### src/ledfe_pkg.sv
`timescale 1ns / 1ps
// ledfe_pkg: shared types and constants of the LED frame encoder.
// No dependencies; every module file imports it.
package ledfe_pkg;

  localparam int unsigned DUTY_W       = 16;
  localparam int unsigned COLOR_W      = 24;
  localparam int unsigned CHAN_W       = 8;
  localparam int unsigned INDEX_W      = 8;
  localparam int unsigned BITS_PER_LED = 24;
  localparam int unsigned BIT_W        = 5;
  localparam int unsigned CFG_IDX_W    = 3;
  localparam int unsigned CMD_DEPTH    = 2;

  // request codes on the input word
  typedef enum logic [2:0] {
    REQ_WRITE = 3'd0,
    REQ_FILL  = 3'd1,
    REQ_START = 3'd2,
    REQ_SLOT  = 3'd3,
    REQ_TICK  = 3'd4
  } req_e;

  // classified operation handed from front to back
  typedef enum logic [2:0] {
    OP_WRITE,
    OP_BAD_INDEX,
    OP_FILL,
    OP_START,
    OP_SLOT,
    OP_TICK,
    OP_NOP
  } op_e;

  typedef enum logic [1:0] {
    ST_DONE          = 2'd0,
    ST_START_IGNORED = 2'd1,
    ST_BAD_INDEX     = 2'd2
  } status_e;

  typedef enum logic [CFG_IDX_W-1:0] {
    CFG_ONE_DUTY   = 3'd0,
    CFG_ZERO_DUTY  = 3'd1,
    CFG_RESET_SLOT = 3'd2,
    CFG_TIMEOUT    = 3'd3
  } cfg_reg_e;

  typedef struct packed {
    logic [2:0]        req_type;
    logic [INDEX_W-1:0] led_index;
    logic [CHAN_W-1:0] red;
    logic [CHAN_W-1:0] green;
    logic [CHAN_W-1:0] blue;
  } item_t;

  typedef struct packed {
    logic [DUTY_W-1:0] duty;
    logic              frame_last;
    logic              busy_res;
    status_e           status;
  } result_t;

  typedef struct packed {
    logic [CFG_IDX_W-1:0] index;
    logic [DUTY_W-1:0]    value;
  } cfg_wr_t;

  typedef struct packed {
    logic [DUTY_W-1:0] one_duty;
    logic [DUTY_W-1:0] zero_duty;
    logic [7:0]        reset_slot_count;
    logic [7:0]        timeout_ms;
  } cfg_regs_t;

  typedef struct packed {
    op_e                op;
    logic [INDEX_W-1:0] led_index;
    logic [COLOR_W-1:0] grb;
  } cmd_t;

endpackage

### src/ledfe_stream_if.sv
`timescale 1ns / 1ps
// ledfe_stream_if: valid/ready channel carrying one word of type T.
// Used for the item, result and configuration channels; payload types in ledfe_pkg.
interface ledfe_stream_if #(
  parameter type T = logic
) ();
  logic valid;
  logic ready;
  T     data;

  modport source (output valid, output data, input ready);
  modport sink   (input valid, input data, output ready);
endinterface

### src/ledfe_front.sv
`timescale 1ns / 1ps
// ledfe_front: decodes input words into commands (range check, GRB packing).
// Depends on ledfe_pkg and ledfe_stream_if.
module ledfe_front #(
  parameter int unsigned LED_COUNT = 64
) (
  ledfe_stream_if.sink     item_i,
  output logic             push_valid_o,
  input  logic             push_ready_i,
  output ledfe_pkg::cmd_t  push_data_o
);
  import ledfe_pkg::*;

  item_t it;

  always_comb begin
    it                     = item_i.data;
    item_i.ready           = push_ready_i;
    push_valid_o           = item_i.valid;
    push_data_o.led_index  = it.led_index;
    push_data_o.grb        = {it.green, it.red, it.blue};
    unique case (it.req_type)
      REQ_WRITE: begin
        if (it.led_index < INDEX_W'(LED_COUNT)) begin
          push_data_o.op = OP_WRITE;
        end else begin
          push_data_o.op = OP_BAD_INDEX;
        end
      end
      REQ_FILL:  push_data_o.op = OP_FILL;
      REQ_START: push_data_o.op = OP_START;
      REQ_SLOT:  push_data_o.op = OP_SLOT;
      REQ_TICK:  push_data_o.op = OP_TICK;
      default:   push_data_o.op = OP_NOP;
    endcase
  end

endmodule

### src/ledfe_cmd_fifo.sv
`timescale 1ns / 1ps
// ledfe_cmd_fifo: short command queue between front and back.
// Depends on ledfe_pkg (cmd_t, CMD_DEPTH).
module ledfe_cmd_fifo (
  input  logic             clk_i,
  input  logic             rst_ni,
  input  logic             push_valid_i,
  output logic             push_ready_o,
  input  ledfe_pkg::cmd_t  push_data_i,
  output logic             pop_valid_o,
  input  logic             pop_ready_i,
  output ledfe_pkg::cmd_t  pop_data_o
);
  import ledfe_pkg::*;

  localparam int unsigned PTR_W = (CMD_DEPTH > 1) ? $clog2(CMD_DEPTH) : 1;
  localparam int unsigned CNT_W = $clog2(CMD_DEPTH + 1);

  cmd_t             entry_q [CMD_DEPTH];
  logic [PTR_W-1:0] wptr_q, wptr_d;
  logic [PTR_W-1:0] rptr_q, rptr_d;
  logic [CNT_W-1:0] cnt_q, cnt_d;
  logic             push, pop;

  always_comb begin
    push_ready_o = (cnt_q != CNT_W'(CMD_DEPTH));
    pop_valid_o  = (cnt_q != '0);
    pop_data_o   = entry_q[rptr_q];
    push         = push_valid_i && push_ready_o;
    pop          = pop_valid_o && pop_ready_i;
    wptr_d       = push ? wptr_q + PTR_W'(1) : wptr_q;
    rptr_d       = pop ? rptr_q + PTR_W'(1) : rptr_q;
    cnt_d        = cnt_q + CNT_W'(push) - CNT_W'(pop);
  end

  always_ff @(posedge clk_i or negedge rst_ni) begin
    if (!rst_ni) begin
      wptr_q <= '0;
      rptr_q <= '0;
      cnt_q  <= '0;
    end else begin
      wptr_q <= wptr_d;
      rptr_q <= rptr_d;
      cnt_q  <= cnt_d;
    end
  end

  always_ff @(posedge clk_i) begin
    if (push) begin
      entry_q[wptr_q] <= push_data_i;
    end
  end

endmodule

### src/ledfe_back.sv
`timescale 1ns / 1ps
// ledfe_back: executes commands; color store banks, frame snapshot, slot sequencer
// and result register. Depends on ledfe_pkg and ledfe_stream_if.
module ledfe_back #(
  parameter int unsigned LED_COUNT = 64
) (
  input  logic                clk_i,
  input  logic                rst_ni,
  input  ledfe_pkg::cfg_regs_t regs_i,
  input  logic                pop_valid_i,
  output logic                pop_ready_o,
  input  ledfe_pkg::cmd_t     pop_data_i,
  ledfe_stream_if.source      result_o
);
  import ledfe_pkg::*;

  localparam int unsigned IW = (LED_COUNT > 1) ? $clog2(LED_COUNT) : 1;
  localparam int unsigned CW = $clog2(LED_COUNT + 1);
  localparam logic [IW-1:0]    LAST_LED = IW'(LED_COUNT - 1);
  localparam logic [BIT_W-1:0] TOP_BIT  = BIT_W'(BITS_PER_LED - 1);

  // two banks; an entry lives in bank bank_q[i] when wr_q[i] is set, else it is fill_q
  logic [COLOR_W-1:0] mem_a [LED_COUNT];
  logic [COLOR_W-1:0] mem_b [LED_COUNT];
  logic [COLOR_W-1:0] rd_a_q, rd_b_q;

  logic [LED_COUNT-1:0] wr_q, wr_d, bank_q, bank_d;
  logic [LED_COUNT-1:0] snap_wr_q, snap_wr_d, snap_bank_q, snap_bank_d;
  logic [COLOR_W-1:0]   fill_q, fill_d, snap_fill_q, snap_fill_d;

  logic             sending_q, sending_d;
  logic             tail_q, tail_d;
  logic [IW-1:0]    led_q, led_d;
  logic [BIT_W-1:0] bit_q, bit_d;
  logic [7:0]       tail_cnt_q, tail_cnt_d;
  logic [7:0]       elapsed_q, elapsed_d;

  // word prefetch: read issue, one pending read, two-word buffer
  logic [CW-1:0]      fetch_led_q, fetch_led_d;
  logic               rd_pend_q, rd_pend_d;
  logic [IW-1:0]      rd_led_q, rd_led_d;
  logic [COLOR_W-1:0] word0_q, word0_d, word1_q, word1_d;
  logic [1:0]         word_cnt_q, word_cnt_d;

  logic    out_vld_q, out_vld_d;
  result_t out_q, out_d;

  cmd_t               hd;
  logic               out_free, data_phase, stall, exec, start_go, pop_word, rd_en;
  logic               mem_we, mem_wsel, is_last;
  logic [IW-1:0]      widx, fetch_idx;
  logic [COLOR_W-1:0] push_word;
  result_t            res;

  always_comb begin
    hd         = pop_data_i;
    out_free   = !out_vld_q || result_o.ready;
    data_phase = sending_q && !tail_q;
    stall      = (hd.op == OP_SLOT) && data_phase && (word_cnt_q == 2'd0);
    exec       = pop_valid_i && out_free && !stall;
    start_go   = exec && (hd.op == OP_START) &&
                 !(sending_q && (elapsed_q <= regs_i.timeout_ms));
    widx       = hd.led_index[IW-1:0];
    fetch_idx  = fetch_led_q[IW-1:0];
    pop_word   = exec && (hd.op == OP_SLOT) && data_phase && (bit_q == '0);
    rd_en      = sending_q && !start_go && (fetch_led_q < CW'(LED_COUNT)) &&
                 (({1'b0, word_cnt_q} + {2'b00, rd_pend_q}) < 3'd2);

    sending_d   = sending_q;
    tail_d      = tail_q;
    led_d       = led_q;
    bit_d       = bit_q;
    tail_cnt_d  = tail_cnt_q;
    elapsed_d   = elapsed_q;
    wr_d        = wr_q;
    bank_d      = bank_q;
    fill_d      = fill_q;
    snap_wr_d   = snap_wr_q;
    snap_bank_d = snap_bank_q;
    snap_fill_d = snap_fill_q;
    mem_we      = 1'b0;
    mem_wsel    = 1'b0;
    is_last     = 1'b0;
    res         = '{duty: '0, frame_last: 1'b0, busy_res: 1'b0, status: ST_DONE};

    // prefetch path
    push_word   = snap_wr_q[rd_led_q] ? (snap_bank_q[rd_led_q] ? rd_b_q : rd_a_q)
                                      : snap_fill_q;
    rd_pend_d   = rd_en;
    rd_led_d    = rd_en ? fetch_idx : rd_led_q;
    fetch_led_d = rd_en ? fetch_led_q + CW'(1) : fetch_led_q;
    word0_d     = word0_q;
    word1_d     = word1_q;
    word_cnt_d  = word_cnt_q;
    unique case ({pop_word, rd_pend_q})
      2'b11: begin
        if (word_cnt_q == 2'd1) begin
          word0_d = push_word;
        end else begin
          word0_d = word1_q;
          word1_d = push_word;
        end
      end
      2'b10: begin
        word0_d    = word1_q;
        word_cnt_d = word_cnt_q - 2'd1;
      end
      2'b01: begin
        if (word_cnt_q == 2'd0) begin
          word0_d = push_word;
        end else begin
          word1_d = push_word;
        end
        word_cnt_d = word_cnt_q + 2'd1;
      end
      default: ;
    endcase

    if (exec) begin
      unique case (hd.op)
        OP_WRITE: begin
          mem_we       = 1'b1;
          // during a frame keep the snapshot entry intact: write the other bank
          mem_wsel     = sending_q ? !snap_bank_q[widx] : bank_q[widx];
          wr_d[widx]   = 1'b1;
          bank_d[widx] = mem_wsel;
        end
        OP_BAD_INDEX: res.status = ST_BAD_INDEX;
        OP_FILL: begin
          wr_d   = '0;
          fill_d = hd.grb;
        end
        OP_START: begin
          if (start_go) begin
            snap_wr_d   = wr_q;
            snap_bank_d = bank_q;
            snap_fill_d = fill_q;
            sending_d   = 1'b1;
            tail_d      = 1'b0;
            led_d       = '0;
            bit_d       = TOP_BIT;
            tail_cnt_d  = '0;
            elapsed_d   = '0;
            fetch_led_d = '0;
            rd_pend_d   = 1'b0;
            word_cnt_d  = '0;
          end else begin
            res.status = ST_START_IGNORED;
          end
        end
        OP_SLOT: begin
          if (sending_q) begin
            if (!tail_q) begin
              res.duty = word0_q[bit_q] ? regs_i.one_duty : regs_i.zero_duty;
              if (bit_q == '0) begin
                bit_d = TOP_BIT;
                led_d = led_q + IW'(1);
                if (led_q == LAST_LED) begin
                  tail_d     = 1'b1;
                  tail_cnt_d = '0;
                  is_last    = (regs_i.reset_slot_count == 8'd0);
                end
              end else begin
                bit_d = bit_q - BIT_W'(1);
              end
            end else begin
              is_last    = (({1'b0, tail_cnt_q} + 9'd1) >= {1'b0, regs_i.reset_slot_count});
              tail_cnt_d = tail_cnt_q + 8'd1;
            end
            if (is_last) begin
              sending_d  = 1'b0;
              tail_d     = 1'b0;
              elapsed_d  = '0;
              rd_pend_d  = 1'b0;
              word_cnt_d = '0;
            end
          end
        end
        OP_TICK: begin
          if (sending_q && (elapsed_q != 8'hFF)) begin
            elapsed_d = elapsed_q + 8'd1;
          end
        end
        default: ;
      endcase
    end

    res.frame_last = is_last;
    res.busy_res   = sending_d || is_last;

    pop_ready_o = exec;
    out_vld_d   = exec ? 1'b1 : (result_o.ready ? 1'b0 : out_vld_q);
    out_d       = exec ? res : out_q;

    result_o.valid = out_vld_q;
    result_o.data  = out_q;
  end

  always_ff @(posedge clk_i or negedge rst_ni) begin
    if (!rst_ni) begin
      sending_q   <= 1'b0;
      tail_q      <= 1'b0;
      led_q       <= '0;
      bit_q       <= '0;
      tail_cnt_q  <= '0;
      elapsed_q   <= '0;
      wr_q        <= '0;
      bank_q      <= '0;
      fill_q      <= '0;
      snap_wr_q   <= '0;
      snap_bank_q <= '0;
      snap_fill_q <= '0;
      fetch_led_q <= '0;
      rd_pend_q   <= 1'b0;
      rd_led_q    <= '0;
      word_cnt_q  <= '0;
      out_vld_q   <= 1'b0;
    end else begin
      sending_q   <= sending_d;
      tail_q      <= tail_d;
      led_q       <= led_d;
      bit_q       <= bit_d;
      tail_cnt_q  <= tail_cnt_d;
      elapsed_q   <= elapsed_d;
      wr_q        <= wr_d;
      bank_q      <= bank_d;
      fill_q      <= fill_d;
      snap_wr_q   <= snap_wr_d;
      snap_bank_q <= snap_bank_d;
      snap_fill_q <= snap_fill_d;
      fetch_led_q <= fetch_led_d;
      rd_pend_q   <= rd_pend_d;
      rd_led_q    <= rd_led_d;
      word_cnt_q  <= word_cnt_d;
      out_vld_q   <= out_vld_d;
    end
  end

  always_ff @(posedge clk_i) begin
    word0_q <= word0_d;
    word1_q <= word1_d;
    out_q   <= out_d;
  end

  always_ff @(posedge clk_i) begin
    if (mem_we && !mem_wsel) begin
      mem_a[widx] <= hd.grb;
    end
    if (rd_en) begin
      rd_a_q <= mem_a[fetch_idx];
    end
  end

  always_ff @(posedge clk_i) begin
    if (mem_we && mem_wsel) begin
      mem_b[widx] <= hd.grb;
    end
    if (rd_en) begin
      rd_b_q <= mem_b[fetch_idx];
    end
  end

  a_word_budget: assert property (@(posedge clk_i) disable iff (!rst_ni)
    ({1'b0, word_cnt_q} + {2'b00, rd_pend_q}) <= 3'd2)
    else $error("prefetch buffer overrun");

  a_fetch_range: assert property (@(posedge clk_i) disable iff (!rst_ni)
    fetch_led_q <= CW'(LED_COUNT))
    else $error("fetch pointer past last LED");

  a_start_state: assert property (@(posedge clk_i) disable iff (!rst_ni)
    start_go |=> sending_q && !tail_q && (led_q == '0) && (bit_q == TOP_BIT) &&
                 (word_cnt_q == 2'd0) && !rd_pend_q)
    else $error("frame start did not reset the sequencer");

  a_last_idle: assert property (@(posedge clk_i) disable iff (!rst_ni)
    (out_vld_q && out_q.frame_last) |-> (out_q.busy_res && !sending_q))
    else $error("frame end word while still sending");

  a_elapsed_busy: assert property (@(posedge clk_i) disable iff (!rst_ni)
    (elapsed_q != 8'd0) |-> sending_q)
    else $error("busy time counted while idle");

endmodule

### src/addressable_led_frame_encoder.sv
`timescale 1ns / 1ps
// addressable_led_frame_encoder: top level; config registers, front decode,
// command queue and back end. Depends on ledfe_pkg, ledfe_stream_if and all ledfe_* modules.

// Serial LED frame encoder (GRB, MSB first, one PWM compare value per slot).
// Every input word yields exactly one result word, in order. Words are taken
// at one per cycle while the queue has room: the front decodes a word in the
// cycle it is accepted and queues it in a two-entry command queue; the back
// executes one command per cycle into a result register, so a result passes
// through the queue entry and then the result register. While a result waits
// to be taken the queue soaks up words until it holds two, then the input
// stalls. The one exception is a slot request right after a frame start: the
// back holds it while the first LED's color is read from the frame bank memory
// into a read register and then loaded into the word buffer; later LED colors
// are prefetched into that two-word buffer, so data slots then run one per cycle.
// A single-LED write or a fill is handled by one command: fills are kept as a
// fill color plus a per-LED written flag, and the frame copy is a snapshot of
// those flags, the fill color and a per-LED bank select over two LED_COUNT x 24
// memories, so a frame start is also one command and no clearing pass runs
// after reset. Writes made while a frame is out land in the bank the frame
// is not reading. Config writes take effect at once and are always accepted.
module addressable_led_frame_encoder #(
  parameter int unsigned LED_COUNT = 64
) (
  input  logic           clk_i,
  input  logic           rst_ni,
  ledfe_stream_if.sink   cfg_i,
  ledfe_stream_if.sink   item_i,
  ledfe_stream_if.source result_o
);
  import ledfe_pkg::*;

  cfg_regs_t regs_q, regs_d;
  cfg_wr_t   cw;

  logic push_valid, push_ready, pop_valid, pop_ready;
  cmd_t push_data, pop_data;

  // config registers; an index past the list is accepted and dropped
  always_comb begin
    cw          = cfg_i.data;
    cfg_i.ready = 1'b1;
    regs_d      = regs_q;
    if (cfg_i.valid) begin
      unique case (cw.index)
        CFG_ONE_DUTY:   regs_d.one_duty         = cw.value;
        CFG_ZERO_DUTY:  regs_d.zero_duty        = cw.value;
        CFG_RESET_SLOT: regs_d.reset_slot_count = cw.value[7:0];
        CFG_TIMEOUT:    regs_d.timeout_ms       = cw.value[7:0];
        default: ;
      endcase
    end
  end

  always_ff @(posedge clk_i or negedge rst_ni) begin
    if (!rst_ni) begin
      regs_q.one_duty         <= 16'd58;
      regs_q.zero_duty        <= 16'd29;
      regs_q.reset_slot_count <= 8'd50;
      regs_q.timeout_ms       <= 8'd5;
    end else begin
      regs_q <= regs_d;
    end
  end

  ledfe_front #(
    .LED_COUNT (LED_COUNT)
  ) u_front (
    .item_i       (item_i),
    .push_valid_o (push_valid),
    .push_ready_i (push_ready),
    .push_data_o  (push_data)
  );

  ledfe_cmd_fifo u_fifo (
    .clk_i        (clk_i),
    .rst_ni       (rst_ni),
    .push_valid_i (push_valid),
    .push_ready_o (push_ready),
    .push_data_i  (push_data),
    .pop_valid_o  (pop_valid),
    .pop_ready_i  (pop_ready),
    .pop_data_o   (pop_data)
  );

  ledfe_back #(
    .LED_COUNT (LED_COUNT)
  ) u_back (
    .clk_i       (clk_i),
    .rst_ni      (rst_ni),
    .regs_i      (regs_q),
    .pop_valid_i (pop_valid),
    .pop_ready_o (pop_ready),
    .pop_data_i  (pop_data),
    .result_o    (result_o)
  );

endmodule
### src/flat_wrapper.sv
// flat-port wrapper written by rule: the top's interface ports become plain ports
module addressable_led_frame_encoder_flat import ledfe_pkg::*;
#(
  parameter int unsigned LED_COUNT = 64
)
  (clk_i, rst_ni, cfg_i_valid, cfg_i_data, cfg_i_ready, item_i_valid, item_i_data, item_i_ready, result_o_valid, result_o_data, result_o_ready);
  ledfe_stream_if cfg_i_i ();
  ledfe_stream_if item_i_i ();
  ledfe_stream_if result_o_i ();
  input  logic clk_i;
  input  logic rst_ni;
  input wire logic [$bits(cfg_i_i.valid)-1:0] cfg_i_valid;
  input wire logic [$bits(cfg_i_i.data)-1:0] cfg_i_data;
  output wire logic [$bits(cfg_i_i.ready)-1:0] cfg_i_ready;
  input wire logic [$bits(item_i_i.valid)-1:0] item_i_valid;
  input wire logic [$bits(item_i_i.data)-1:0] item_i_data;
  output wire logic [$bits(item_i_i.ready)-1:0] item_i_ready;
  output wire logic [$bits(result_o_i.valid)-1:0] result_o_valid;
  output wire logic [$bits(result_o_i.data)-1:0] result_o_data;
  input wire logic [$bits(result_o_i.ready)-1:0] result_o_ready;
  assign cfg_i_i.valid = cfg_i_valid;
  assign cfg_i_i.data = cfg_i_data;
  assign cfg_i_ready = cfg_i_i.ready;
  assign item_i_i.valid = item_i_valid;
  assign item_i_i.data = item_i_data;
  assign item_i_ready = item_i_i.ready;
  assign result_o_valid = result_o_i.valid;
  assign result_o_data = result_o_i.data;
  assign result_o_i.ready = result_o_ready;
  addressable_led_frame_encoder #(.LED_COUNT(LED_COUNT)) u_core (.clk_i(clk_i), .rst_ni(rst_ni), .cfg_i(cfg_i_i), .item_i(item_i_i), .result_o(result_o_i));
endmodule
### config.mk
export PLATFORM = sky130hd
export DESIGN_NAME = addressable_led_frame_encoder_flat
export DESIGN_NICKNAME = d
export VERILOG_FILES = /design/src/ledfe_pkg.sv /design/src/ledfe_stream_if.sv /design/src/ledfe_front.sv /design/src/ledfe_cmd_fifo.sv /design/src/ledfe_back.sv /design/src/addressable_led_frame_encoder.sv /design/src/flat_wrapper.sv
export SDC_FILE = /design/constraint.sdc
export NUM_CORES = 1
export LEC_CHECK = 0
export BUFFER_PORTS_ARGS = -buffer_cell sky130_fd_sc_hd__buf_2
export CAP_MARGIN = 20
export CELL_PAD_IN_SITES_DETAIL_PLACEMENT = 0
export CELL_PAD_IN_SITES_GLOBAL_PLACEMENT = 1
export CORE_UTILIZATION = 50
export CTS_BUF_LIST = sky130_fd_sc_hd__clkbuf_16
export DETAILED_ROUTE_END_ITERATION = 8
export PLACE_DENSITY_LB_ADDON = 0.08
export SLEW_MARGIN = 20
export SYNTH_ARGS = -nofsm -noshare
export SYNTH_HDL_FRONTEND = slang
export SYNTH_HIERARCHICAL = 1
export SYNTH_SLANG_ARGS = --single-unit
### constraint.sdc
create_clock -name clk_i -period 2.9 [get_ports clk_i]
set_clock_uncertainty 0.15 [all_clocks]
set_input_delay 0.29 -clock clk_i [delete_from_list [all_inputs] [get_ports clk_i]]
set_output_delay 0.29 -clock clk_i [all_outputs]
set_load 0.05 [all_outputs]
-- After elaboration in Yosys (flattened, before gate mapping)
Index checks and enable logic that the tools add are counted.
- flip-flop bits (word level): 43
- bits of input ports: 7
- output and inout port bits: 4
- word-level logic and storage cells: 133
- add/subtract/negate cells: 11
- $lt $le $gt $ge: 4
- equality and inequality tests: 17
- mux-type cells: 54
- reduce and logical (&&, ||, !) cells: 35
- operators by type and width (cell ; number):
    8-bit 2-to-1 mux ; 8
    7-bit 2-to-1 mux ; 4
    6-bit 2-to-1 mux ; 4
    8-bit case mux with 3 select lines ; 1
    1-bit 2-to-1 mux ; 20
    5-bit 2-to-1 mux ; 4
    6-bit AND reduction ; 3
    1-bit logical AND ; 17
    8-bit by 1-bit adder with 8-bit output, second input constant ; 2
    8-bit case mux with 2 select lines ; 1
    6-bit case mux with 2 select lines ; 1
    2-bit inequality test, second input constant ; 5
    5-bit case mux with 2 select lines ; 1
    8-bit by 1-bit adder with 9-bit output, second input constant ; 1
    9-bit by 6-bit greater-or-equal comparator with 1-bit output, second input constant ; 1
    8-bit by 3-bit <= comparator with 1-bit output, second input constant ; 1
    2-bit 2-to-1 mux ; 4
    8-bit inequality test, second input constant ; 1
    1-bit case mux with 2 select lines ; 4
    2-bit case mux with 2 select lines ; 2
    7-bit by 1-bit adder with 7-bit output, second input constant ; 1
    7-bit < comparator, second input constant ; 1
    6-bit by 1-bit adder with 6-bit output, second input constant ; 1
    3-bit equality test, both inputs constant ; 2
    23 further kinds ; 31

-- Depth between registers and ports, before layout
Gate-level depths: netlist of run 1.
- word-level depth: 16
- mapped depth: 12
- depth with buffers taken out: 11

-- Hierarchy
The synthesis of run 1 kept the hierarchy.
- modules (own cells, without submodules) (module ; times used ; cells each ; area each (um2) ; seq. area each (um2)):
    ledfe_back ; 1 ; 307 ; 2808.9 ; 1031.0
    ledfe_cmd_fifo ; 1 ; 131 ; 2753.9 ; 2202.1
    ledfe_front ; 1 ; 38 ; 281.5 ; 0.0
    addressable_led_frame_encoder ; 1 ; 7 ; 90.1 ; 51.3

-- Worst setup path after synthesis of run 1
No wires, ideal clock.
- path kind: register -> register
- start: reg u_core/u_fifo/rptr_q (netlist name)
- end: reg u_core.u_back.elapsed_q[5]
- setup time: 129 ps
- arrival time: 2572 ps
- data required time: 2621 ps
- setup slack: 49 ps
- stages on the path, launching flop included: 11
- buffers on the path: 2
- clock period less this slack: 2851 ps
- path through: dfrtp_1 -> buf_2 -> buf_6 -> mux2_2 -> or3b_4 -> nor4_4 -> a31oi_4 -> a21o_2 -> o311a_1 -> a21oi_2 -> o41ai_2
- RTL lines (what ; line ; source):
    end signal: assignment ; ledfe_back.sv:224 ; elapsed_q <= elapsed_d;
    end: declaration ; ledfe_back.sv:36 ; logic [7:0] elapsed_q, elapsed_d;

==> results list, run 1 <==
- From synthesis to final layout, the design area changed by 12.3%.
* Worst slew slack as a fraction of its limit: 62.4%
* Number of search-and-repair iterations in the first detailed-routing pass: 4
* DRT Wirelength: 6080 µm
- Vias post-DR: 2470
- Worst stage delay on the critical path: 0.43 ns
* Average routed wire per standard cell: 13.0 µm
* Core footprint: 6390 µm²
* Drt initial violations: 72
* Grt peak-use layer: met2
* Overall die width: 83.6 µm
- Final number of hold-violating endpoints: 0
* Startpoint of the worst-slack reg-to-reg timing path: u_core/u_fifo/rptr_q
- The analysis attributes to cell leakage a power of 1.69 nW.
* DIE HEIGHT: 83.6 µm
- R2R Setup Slk: 0.17 ns
- Top-Level Pins: 11
- CP Data Required Time: 2.91 ns
- CP max-delay cell: sky130_fd_sc_hd__dfrtp_1
* Launch instance of the worst min-delay path: result_o_ready
* Ant diodes: 0
* Number of buffers inserted during clock tree synthesis: 5
- Warnings, synthesis: 6
* Buffer levels on the longest clock path: 2
* Final-report max-slew violation count: 0
* GPL Wtd Cong: 0.786
- For this design the ratio of total power to cell area is 610 nW/µm².
* Final nets: 420
- Entering global routing, the biggest net connects 45 pins.
* Number of port buffers: 6
- At the worst endpoint, the arrival time is 2.74 ns.
- The first global-routing pass estimated 10900 µm of wire.
- Setup WS pre-CTS: 0.160 ns
* Number of endpoints failing setup at the final stage: 0
- Cell Rows: 29
* Antenna Violating Nets Remaining: 0
* Effective utilization at floorplan: 52.1%
- The setup path with the least slack is of type reg2reg.
- The most critical setup path has its endpoint at u_core/u_back/tail_q.
* Category of the worst setup path capture point: flop
* Average size of a mapped cell: 9.50 µm²
* Instance count after placement with tap cells included: 459
* Max-cap violations: 0
- Clock transition time at the flip-flop clock pins of the worst setup and hold paths: 0.06 ns
- For this design, the sink count on the clock tree is 51.
* Clock Latency Late Sink: 0.28 ns
- Across the VDD grid, the largest voltage drop is 0.517 mV.
- Fraction of the cycle the final worst path needs: 94.2%
- The cell area that synthesis handed to floorplanning was 3330 µm².
* Total power after layout: 0.00228 W
- Worst R2R Path Depth: 7
- Area of the die: 6980 µm²
* CTS root buf: sky130_fd_sc_hd__clkbuf_16
- Using the TritonRoute via totals, the vias-per-cell ratio works out to 5.28.
* Share of layout cells above drive strength 1: 14.8%
- Via count of the first global-routing pass: 2376
* Final sum of negative setup slack: 0 ns
* Grt ovf: 0
- For this run, the top clock speed supported by timing is 366 MHz.
- Number of instances in the synthesized netlist: 350
- Worst flop-to-flop path endpoint: u_core/u_back/tail_q
- Setup crit start kind: flop
* RSZ-0062 raised after global routing: no
- The initial antenna violation count was 0.
* CTS tree: yes
- In this design, the critical path's most frequently occurring cell is sky130_fd_sc_hd__nor2_1.
* H-tree level count: 2
- Global-route usage over all layers: 19.3%
* Transition time at the pin with the least slew margin: 0.564 ns
- Walking the worst path, the cells encountered are mux2_2 -> or3b_4 -> nor4_4 -> a31oi_4 -> a21o_2 -> nor2_1 -> nor2_1.
* Run status: complete, no violations
* Post-route insts no fill: 468
* Detailed placement HPWL: 4490 µm
- For this run, design rule violations remaining after detail routing come to 0.
* Number of fill cells in the layout: 606
* GR Util met2: 32.7%
- Subtracting the final worst setup slack from the clock period gives 2.73 ns.
- Met3 track utilization from global routing: 2.97%
- Met1 Use GR: 26.1%
- In this run the worst setup path begins at u_core/u_fifo/rptr_q.
- Type of the tightest min-delay check: in2reg
* CP Max Fanout: 8
- Setup slack on the critical path of the routed design comes to 0.169 ns.
==> per-layer routing <==
| layer | routed length (µm) | vias up |
|---|---|---|
| met3 | 126 | 6 |
| met2 | 2880 | 32 |
| met1 | 3020 | 1144 |
| li1 | - | 1288 |
| met4 | 51 | 0 |
| met5 | 0 | - |
==> metrics by stage <==
| stage | cell area [µm²] | hold WS, ns | utilization, % |
|---|---|---|---|
| 2_1_floorplan | 3420 | -0.156 | - |
| 3_3_place_gp | 3570 | 0.313 | 55.9 |
| 3_5_place_dp | 3570 | 0.322 | 55.9 |
| 4_1_cts | 3710 | 0.0625 | 58.1 |
| 5_1_grt | 3730 | 0.179 | 58.5 |
| 6_report | 3730 | 0.141 | 58.5 |
==> sequential cells by signal (all words and copies together) (netlist names) <==
name                          flops
u_core/u_back/tail_q              1
u_core/u_back/word_cnt_q          2
u_core/u_fifo/wptr_q              1
u_core/u_back/rd_pend_q           1
u_core/u_back/tail_cnt_q          8
u_core/u_fifo/entry_q             6
u_core/u_back/fetch_led_q         7
u_core/u_back/result_o.data       1
u_core/u_back/result_o.valid      1
u_core/u_back/bit_q               5
u_core/u_back/elapsed_q           8
u_core/u_fifo/cnt_q               2
u_core/u_back/sending_q           1
u_core/u_fifo/rptr_q              1
u_core/u_back/led_q               6
==> area by class of cell <==
type                    instances  area, µm²  area share (%)
multi-input cells             283       1920            51.4
flip-flops and latches         51       1310            35.1
repair buffers                 24        170            4.56
clock buffers                   5        125            3.35
well taps                      77       96.3            2.58
inverters                      25       93.8            2.51
clock inverters                 3       16.3           0.436
==> worst min-delay path by stage <==
stage / end / cells past startpoint
4_1_cts: u_core/u_fifo/wptr_q / 1
2_1_floorplan: u_core/u_back/bit_q[0] / 0
5_1_grt: u_core/u_back/result_o.valid / 3
6_report: u_core/u_back/result_o.valid / 3
3_3_place_gp: u_core/u_back/bit_q[4] / 1
3_5_place_dp: u_core/u_back/bit_q[4] / 1
==> repair_timing <==
item | in CTS | in global routing
hold buffers | 0 | 1
setup buffers | 0 | 0
hold endpoints to repair | 0 | 44
setup endpoints to repair | 0 | 8
gates resized for setup | 0 | 2
==> report_power, final <==
part | leakage [nW] | switching, W | internal, W
Sequential | 0.610 | 0.000113 | 0.000860
Clock | 0.0710 | 0.000248 | 0.000315
Combinational | 1.01 | 0.000443 | 0.000297
==> critical path: cells and delay by family, from the launching register on <==
family	cells	cell delay [ns]
compound gates	2	0.45
flops	1	0.43
simple gates	4	1.16
mux	1	0.41
==> layout by cell type (no fill, tap or decap), types with 2 or more instances in the layout <==
| master | n |
|---|---|
| sky130_fd_sc_hd__dfrtp_1 | 44 |
| sky130_fd_sc_hd__nor2_1 | 34 |
| sky130_fd_sc_hd__nand2_1 | 31 |
| sky130_fd_sc_hd__conb_1 | 28 |
| sky130_fd_sc_hd__inv_1 | 26 |
| sky130_fd_sc_hd__ha_1 | 22 |
| sky130_fd_sc_hd__buf_4 | 18 |
| sky130_fd_sc_hd__nand3_1 | 18 |
| sky130_fd_sc_hd__xor2_1 | 12 |
| sky130_fd_sc_hd__o21ai_0 | 11 |
| sky130_fd_sc_hd__o21ai_1 | 10 |
| sky130_fd_sc_hd__a21oi_1 | 9 |
| sky130_fd_sc_hd__xnor2_1 | 9 |
| sky130_fd_sc_hd__nor2b_1 | 7 |
| sky130_fd_sc_hd__nand4_1 | 7 |
| sky130_fd_sc_hd__edfxtp_1 | 7 |
| sky130_fd_sc_hd__clkbuf_16 | 5 |
| sky130_fd_sc_hd__buf_2 | 5 |
| sky130_fd_sc_hd__a211oi_1 | 5 |
| sky130_fd_sc_hd__nand2b_1 | 5 |
| sky130_fd_sc_hd__nor3_1 | 5 |
| sky130_fd_sc_hd__o21ai_2 | 5 |
| sky130_fd_sc_hd__and3_1 | 4 |
| sky130_fd_sc_hd__o21a_1 | 4 |
| sky130_fd_sc_hd__a21oi_4 | 3 |
| sky130_fd_sc_hd__a21o_1 | 3 |
| sky130_fd_sc_hd__mux2_2 | 3 |
| sky130_fd_sc_hd__and4_1 | 2 |
| sky130_fd_sc_hd__mux2i_1 | 2 |
| sky130_fd_sc_hd__o211ai_1 | 2 |
| sky130_fd_sc_hd__a31oi_1 | 2 |
| sky130_fd_sc_hd__or4_1 | 2 |
| sky130_fd_sc_hd__and2_1 | 2 |
| sky130_fd_sc_hd__o211a_1 | 2 |
| sky130_fd_sc_hd__o311a_1 | 2 |
| sky130_fd_sc_hd__a32oi_1 | 2 |
| sky130_fd_sc_hd__o31ai_1 | 2 |
| sky130_fd_sc_hd__o41ai_2 | 2 |
Note: power is estimated with default switching activity, not from simulation.
==> inputs of run 2 (changes only) <==
ABC_AREA = 1   (was default)
CORE_UTILIZATION = 48   (was 50)
==> run 2 against run 1 <==
Effect of this change: utilization shrank 3.1 points; global-route usage shrank 1.6 points; clock power grew 16%; largest power group is now combinational cells.
==> results list, run 2 <==
* Ant diodes: 0 (unchanged)
* Final nets: 501 (was 420)
- Most used cell, CP: sky130_fd_sc_hd__nand2_1 (was sky130_fd_sc_hd__nor2_1)
- The maximum number of pins on one net before global-route repair was 45 (unchanged).
- Buffer and inverter count on the worst path: 3 (was 0)
- Clock transition time at the flip-flop clock pins of the worst setup and hold paths: 0.07 ns (was 0.06 ns)
- Vias post-DR: 2626 (was 2470)
- The vertical die dimension was 87.7 µm (was 83.6 µm).
- The cell area after synthesis came to 3530 µm² (was 3330 µm²).
- Number of endpoints failing setup at the final stage: 0 (unchanged)
- The maximum level of the CTS H-tree is 2 (unchanged).
- Clk sink count: 51 (unchanged)
- Run status: complete, no violations (unchanged)
* Core footprint: 6940 µm² (was 6390 µm²)
- The per-cell via count in the routed design is 4.62 (was 5.28).
* Max-cap violations: 0 (unchanged)
* DRT Wirelength: 6000 µm (was 6080 µm)
* Final-report max-slew violation count: 0 (unchanged)
- Category of the worst setup path capture point: flop (unchanged)
- The clock latency reported for the late side of the worst-skew pair was 0.28 ns (about the same).
- RSZ-0062 raised after global routing: no (unchanged).
- Startpoint-to-endpoint class of the critical path: reg2reg (unchanged)
* Grt ovf: 0 (unchanged)
- The aggregate negative setup slack is 0 ns (unchanged).
* Arrival time reported for the critical path endpoint: 2.63 ns (was 2.74 ns)
* Max Clock Freq: 385 MHz (was 366 MHz)
- The max-slew headroom at the worst pin was 61.3% (was 62.4%).
- The actual transition at the worst max-transition pin is 0.580 ns (was 0.564 ns).
* Effective utilization at floorplan: 50.8% (was 52.1%)
- GPL Wtd Cong: 0.787 (was 0.786)
- The post-route DRC violation count was 0 (unchanged).
* Cell area power density: 785 nW/µm² (was 610 nW/µm²)
- Drt initial violations: 106 (was 72)
- Final hold slack: 0.113 ns (was 0.141 ns)
- The fill cell total of the finished layout is 686 (was 606).
* Warnings, synthesis: 6 (unchanged)
- The number of cells produced by synthesis came to 446 (was 350).
- Global-route wire length before repair: 10700 µm (was 10900 µm)
* Hold buffer count at CTS: 0 (unchanged)
* Fraction of the cycle the final worst path needs: 89.7% (was 94.2%)
* Share of layout cells above drive strength 1: 13.8% (was 14.8%)
- The data required time of the critical path came to 2.93 ns (was 2.91 ns).
- The total clock buffers created by CTS is 5 (unchanged).
- Number of port buffers: 6 (unchanged)
- The number of top-level pins is 11 (unchanged).
* Via count of the first global-routing pass: 2382 (was 2376)
- CP delay by family, top: simple AND/OR/NAND/NOR gates (unchanged)
- Total setup buffers inserted after CTS: 0 (unchanged)
- The per-instance average area after synthesis is 7.91 µm² (was 9.50 µm²).
- The cell at the root of the clock tree is sky130_fd_sc_hd__clkbuf_16 (unchanged).
- Setup crit start kind: flop (unchanged)
* Largest registers ranked by flip-flop count: u_core/u_back/elapsed_q: 8 flops, u_core/u_back/tail_cnt_q: 8 flops, u_core/u_back/fetch_led_q: 7 flops (unchanged)
- Global-route usage over all layers: 17.7% (was 19.3%)
- Final number of hold-violating endpoints: 0 (unchanged)
- CP max-delay cell: sky130_fd_sc_hd__dfrtp_1 (unchanged)
- The antenna violation net count after detailed routing is 0 (unchanged).
* Number of search-and-repair iterations in the first detailed-routing pass: 4 (unchanged)
* Peak ir drop on the vdd network: 0.615 mV (was 0.517 mV)
- Area of the die: 7690 µm² (was 6980 µm²)
- The maximum clock path buffer count is 2 (unchanged).
- Period minus WS final: 2.60 ns (was 2.73 ns)
* Average routed wire per standard cell: 10.6 µm (was 13.0 µm)
- The half-perimeter wire length of the detailed placement result was 4460 µm (was 4490 µm).
- The class of the worst hold path is in2reg (unchanged).
* Cell Rows: 30 (was 29)
- The number of cells after detailed placement came to 559 (was 459).
- Post-route insts no fill: 568 (was 468)
* Commonest cells after routing, fill and taps aside: sky130_fd_sc_hd__nand2_1 (114), sky130_fd_sc_hd__inv_1 (61), sky130_fd_sc_hd__dfrtp_1 (44) (was sky130_fd_sc_hd__dfrtp_1 (44), sky130_fd_sc_hd__nor2_1 (34), sky130_fd_sc_hd__nand2_1 (31))
- The commonest non-fill, non-tap cell in the layout is sky130_fd_sc_hd__nand2_1 (was sky130_fd_sc_hd__dfrtp_1).
* CTS tree: yes (unchanged)
- The initial antenna violation count is 0 (unchanged).
- Sequence of cells on the critical path: ha_1 -> nand3_1 -> xor2_1 -> inv_1 -> ha_1 -> nand2_1 -> inv_1 -> nand2_1 -> nand3_1 -> nand2_1 -> nand2_1 -> nand2_1 -> nand2_1 -> nand2_1 -> nand3_2 -> buf_4 -> nand3_1 -> nand2_1 (was mux2_2 -> or3b_4 -> nor4_4 -> a31oi_4 -> a21o_2 -> nor2_1 -> nor2_1)
- The floorplan die width is 87.7 µm (was 83.6 µm).
- P&R area growth vs syn: 8.97% (was 12.3%)
- Worst stage delay on the critical path: 0.40 ns (was 0.43 ns)
- Leakage: 1.99 nW (was 1.69 nW)
- The top fanout value on the critical path was 6 (was 8).
* Cells resized by post-CTS repair: 0 (unchanged)
run 2: metal layers:
layer  track usage [%]  up-vias  part of all wire (%)
met5                 0        -                     0
met4              4.02        0                  0.63
met3              3.11        4                   1.9
met2              30.5       19                    47
met1              23.2     1169                    50
li1                  -     1434                     -
run 2: path summary, 6_finish.rpt:
| path | endpoint | cells after the start | from | slack [ns] |
|---|---|---|---|---|
| worst min-delay path | u_core/u_back/result_o.valid | 4 | result_o_ready | 0.11 |
| min in group asynchronous | u_core/u_back/tail_cnt_q[3] | 2 | rst_ni | 0.39 |
| worst max register to register | u_core/u_back/elapsed_q[7] | 18 | u_core/u_back/tail_cnt_q[1] | 0.30 |
| worst min register to register | u_core/u_back/bit_q[0] | 2 | u_core/u_back/bit_q[0] | 0.34 |
| max in group asynchronous | u_core/u_fifo/wptr_q | 2 | rst_ni | 1.81 |
| worst max-delay path | u_core/u_back/elapsed_q[7] | 18 | u_core/u_back/tail_cnt_q[1] | 0.30 |
run 2: per-stage QoR:
stage	area (µm²)	util (%)	total power, W	worst slack, ns
floorplan	3610	-	0.00220	0.572
global placement	3670	52.8	0.00236	0.312
detailed placement	3670	52.8	0.00239	0.291
CTS	3830	55.2	0.00307	0.275
global route	3840	55.4	0.00329	0.0779
finish	3840	55.4	0.00302	0.300
run 2: final cells by class:
class | count | area [µm²] | share of cell area, %
inverter | 69 | 264 | 6.87
clock buffer | 5 | 125 | 3.26
clock inverter | 3 | 38.8 | 1.01
tap | 96 | 120 | 3.12
timing repair buffer | 10 | 65.1 | 1.69
multi-input combinational | 334 | 1920 | 49.9
sequential | 51 | 1310 | 34.1
run 2: power breakdown:
| group | switching, W | total [W] | internal (W) |
|---|---|---|---|
| combinational | 0.000857 | 0.00127 | 0.000411 |
| clock | 0.000253 | 0.000655 | 0.000403 |
| sequential | 0.000167 | 0.00109 | 0.000928 |
run 2: tightest hold or removal path: stages:
cell                      delay, ns
sky130_fd_sc_hd__buf_2         0.08
sky130_fd_sc_hd__inv_1         0.03
sky130_fd_sc_hd__nand2_1       0.06
sky130_fd_sc_hd__nand2_1       0.05
==> inputs of run 3 (changes only) <==
REMOVE_ABC_BUFFERS = 1   (was default)
==> run 3 against run 2 <==
Effect of this change: utilization down 0.27 points; critical endpoint is now u_core/u_back/elapsed_q[1]; sequential power about the same; sequential cell count unchanged; maximum frequency up 0.79%; worst setup slack better by 0.020 ns; highest routed layer unchanged.
==> results list, run 3 (synthesized netlist as in run 2, its figures left out) <==
* Overall die width: 87.7 µm (unchanged)
- Via count of the first global-routing pass: 2510 (was 2382)
* CP Max Fanout: 5 (was 6)
* Run status: complete, no violations (unchanged)
- Largest net degree at the start of global routing: 45 (unchanged)
- The number of maximum-capacitance constraint violations was 0 (unchanged).
- Drt initial violations: 122 (was 106)
- Area of the die: 7690 µm² (unchanged)
* Global-route wire length before repair: 11000 µm (was 10700 µm)
- Post-route cell area: 3820 µm² (was 3840 µm²)
- The count of cells along the worst register-to-register path came to 16 (was 18).
- Arrival time reported for the critical path endpoint: 2.61 ns (was 2.63 ns)
- Number of port buffers: 6 (unchanged)
- The post-route DRC violation count was 0 (unchanged).
* Cell Rows: 30 (unchanged)
- Commonest cells after routing, fill and taps aside: sky130_fd_sc_hd__nand2_1 (114), sky130_fd_sc_hd__inv_1 (61), sky130_fd_sc_hd__dfrtp_1 (44) (unchanged).
* R2R Setup Slk: 0.32 ns (was 0.30 ns)
- The endpoint kind of the worst setup timing path is a flop (unchanged).
- Grt ovf: 0 (unchanged)
- Worst flop-to-flop path endpoint: u_core/u_back/elapsed_q[1] (was u_core/u_back/elapsed_q[7])
- Initial antenna violation count: 0 (unchanged)
- The number of nets in the finished design was 501 (unchanged).
- Post-layout utilization of the core: 55.1% (was 55.4%)
* CTS root buf: sky130_fd_sc_hd__clkbuf_16 (unchanged)
* Sequence of cells on the critical path: ha_1 -> nand3_1 -> nand3b_1 -> xor2_1 -> ha_1 -> nand2_1 -> inv_1 -> nand2_1 -> nand2_1 -> nand2_1 -> nand2_1 -> nand2_1 -> nand3_2 -> buf_4 -> nand3b_1 -> nand2_1 (was ha_1 -> nand3_1 -> xor2_1 -> inv_1 -> ha_1 -> nand2_1 -> inv_1 -> nand2_1 -> nand3_1 -> nand2_1 -> nand2_1 -> nand2_1 -> nand2_1 -> nand2_1 -> nand3_2 -> buf_4 -> nand3_1 -> nand2_1)
* Detailed placement HPWL: 4510 µm (was 4460 µm)
- P&R area growth vs syn: 8.44% (was 8.97%)
- Ant diodes: 0 (unchanged)
- Final hold slack: 0.117 ns (was 0.113 ns)
- H-tree level count: 2 (unchanged)
- The actual transition at the worst max-transition pin was 0.585 ns (was 0.580 ns).
* Setup crit start kind: flop (unchanged)
* Commonest non-fill, non-tap cell in the layout: sky130_fd_sc_hd__nand2_1 (unchanged)
* DRT Wirelength: 6170 µm (was 6000 µm)
* Cell area power density: 773 nW/µm² (was 785 nW/µm²)
- Worst slew slack as a fraction of its limit: 61.0% (was 61.3%)
- Cells on Worst Hold Path: 4 (unchanged)
* Cells resized by post-CTS repair: 0 (unchanged)
- The clock sink total is 51 (unchanged).
- The total via count after detailed routing came to 2693 (was 2626).
- The area inside the core boundary is 6940 µm² (unchanged).
- The aggregate negative setup slack is 0 ns (unchanged).
- The share of layout cells above drive strength 1 came to 13.8% (unchanged).
- The total placed instance area came to 3670 µm² (unchanged).
- GPL Wtd Cong: 0.756 (was 0.787)
* CP Data Required Time: 2.93 ns (about the same)
- Most used cell, CP: sky130_fd_sc_hd__nand2_1 (unchanged)
* Top-Level Pins: 11 (unchanged)
- The critical path class was reg2reg (unchanged).
- Average routed wire per standard cell: 10.9 µm (was 10.6 µm)
- The critical register-to-register path startpoint is u_core/u_back/tail_cnt_q[1] (unchanged).
- The post-CTS clock slew at the launch and capture registers of the worst setup and hold paths came to 0.07 ns (about the same).
- The effective utilization at floorplan was 50.8% (unchanged).
* Final-report max-slew violation count: 0 (unchanged)
- Largest registers ranked by flip-flop count: u_core/u_back/elapsed_q: 8 flops, u_core/u_back/tail_cnt_q: 8 flops, u_core/u_back/fetch_led_q: 7 flops (unchanged).
* Number of buffers inserted during clock tree synthesis: 5 (unchanged)
- RSZ-0062 raised after global routing: no (unchanged).
* DIE HEIGHT: 87.7 µm (unchanged)
- The global-route total usage across every layer was 18.1% (was 17.7%).
* Type of the tightest min-delay check: in2reg (unchanged)
* Antenna Violating Nets Remaining: 0 (unchanged)
- The clock latency reported for the late side of the worst-skew pair was 0.29 ns (was 0.28 ns).
* CP max-delay cell: sky130_fd_sc_hd__dfrtp_1 (unchanged)
* Leakage: 1.97 nW (was 1.99 nW)
- The minimum clock period after layout came to 2.58 ns (was 2.60 ns).
- The number of iterations in the first detailed-routing pass came to 4 (unchanged).
* Fraction of the cycle the final worst path needs: 89.0% (was 89.7%)
- Max Clock Freq: 388 MHz (was 385 MHz)
* Number of endpoints failing setup at the final stage: 0 (unchanged)
- End point of the worst hold path: u_core/u_back/result_o.valid (unchanged)
* Buffer and inverter count on the worst path: 2 (was 3)
- The delay contributed by the slowest stage of the critical path was 0.38 ns (was 0.40 ns).
- The peak ir drop on the vdd network is 0.462 mV (was 0.615 mV).
- Buffer levels on the longest clock path: 2 (unchanged)
- Final number of hold-violating endpoints: 0 (unchanged)
- The launch instance of the worst min-delay path was result_o_ready (unchanged).
- The kind of cell adding the most delay to the critical path is simple AND/OR/NAND/NOR gates (unchanged).
* CTS tree: yes (unchanged)
- The per-cell via count in the routed design was 4.74 (was 4.62).
==> run 3: worst register-to-register path, delay by kind of cell, from the launching register on <==
kind | cells | cell delay (ns)
buf+inv | 2 | 0.23
simple gates | 11 | 1.01
xor+xnor | 1 | 0.22
fa+ha+maj | 2 | 0.49
flops | 1 | 0.38
==> run 3: stage by stage <==
stage | setup slack, ns | total power [W] | instances
floorplan | 0.522 | 0.00210 | 454
global placement | 0.349 | 0.00236 | 559
detailed placement | 0.329 | 0.00239 | 559
CTS | 0.302 | 0.00299 | 567
global route | 0.0270 | 0.00320 | 568
finish | 0.320 | 0.00296 | 568
==> run 3: layout make-up <==
type | count | area (µm²)
Clock buffer | 5 | 125
Clock inverter | 3 | 20.0
Fill cell | 663 | 3120
Inverter | 69 | 264
Multi-Input combinational cell | 334 | 1920
Sequential cell | 51 | 1310
Tap cell | 96 | 120
Timing Repair Buffer | 10 | 65.1
==> run 3: how the worst max path moves through the flow <==
stage	from	end	slack (ns)	depth (start not counted)
floorplan	u_core/u_back/tail_cnt_q[0]	u_core/u_back/elapsed_q[0]	0.52	18
global placement	u_core/u_back/tail_cnt_q[1]	u_core/u_back/elapsed_q[2]	0.35	18
detailed placement	u_core/u_back/tail_cnt_q[1]	u_core/u_back/elapsed_q[1]	0.33	16
CTS	u_core/u_back/tail_cnt_q[1]	u_core/u_back/elapsed_q[1]	0.30	16
global route	u_core/u_back/tail_cnt_q[1]	u_core/u_back/elapsed_q[7]	0.03	18
finish	u_core/u_back/tail_cnt_q[1]	u_core/u_back/elapsed_q[1]	0.32	16
==> run 3: repair_timing <==
| action | in CTS | in global routing |
|---|---|---|
| endpoints found under the hold margin | 0 | 44 |
| buffers inserted | 0 | 0 |
| hold buffers | 0 | 1 |
| endpoints found under the setup margin | 0 | 0 |
==> run 3: where the power goes <==
group | internal, W | total (W) | switching [W]
Clock | 0.000319 | 0.000580 | 0.000261
Sequential | 0.000927 | 0.00110 | 0.000169
Combinational | 0.000410 | 0.00128 | 0.000870
Total | 0.00166 | 0.00296 | 0.00130
==> run 3: per-layer routing <==
| layer | up-vias | routed length (µm) | global-route usage [%] |
|---|---|---|---|
| li1 | 1427 | - | - |
| met1 | 1230 | 3090 | 23.7 |
| met2 | 32 | 2900 | 30.9 |
| met3 | 4 | 139 | 3.11 |
| met4 | 0 | 42 | 4.92 |
| met5 | - | 0 | 0 |
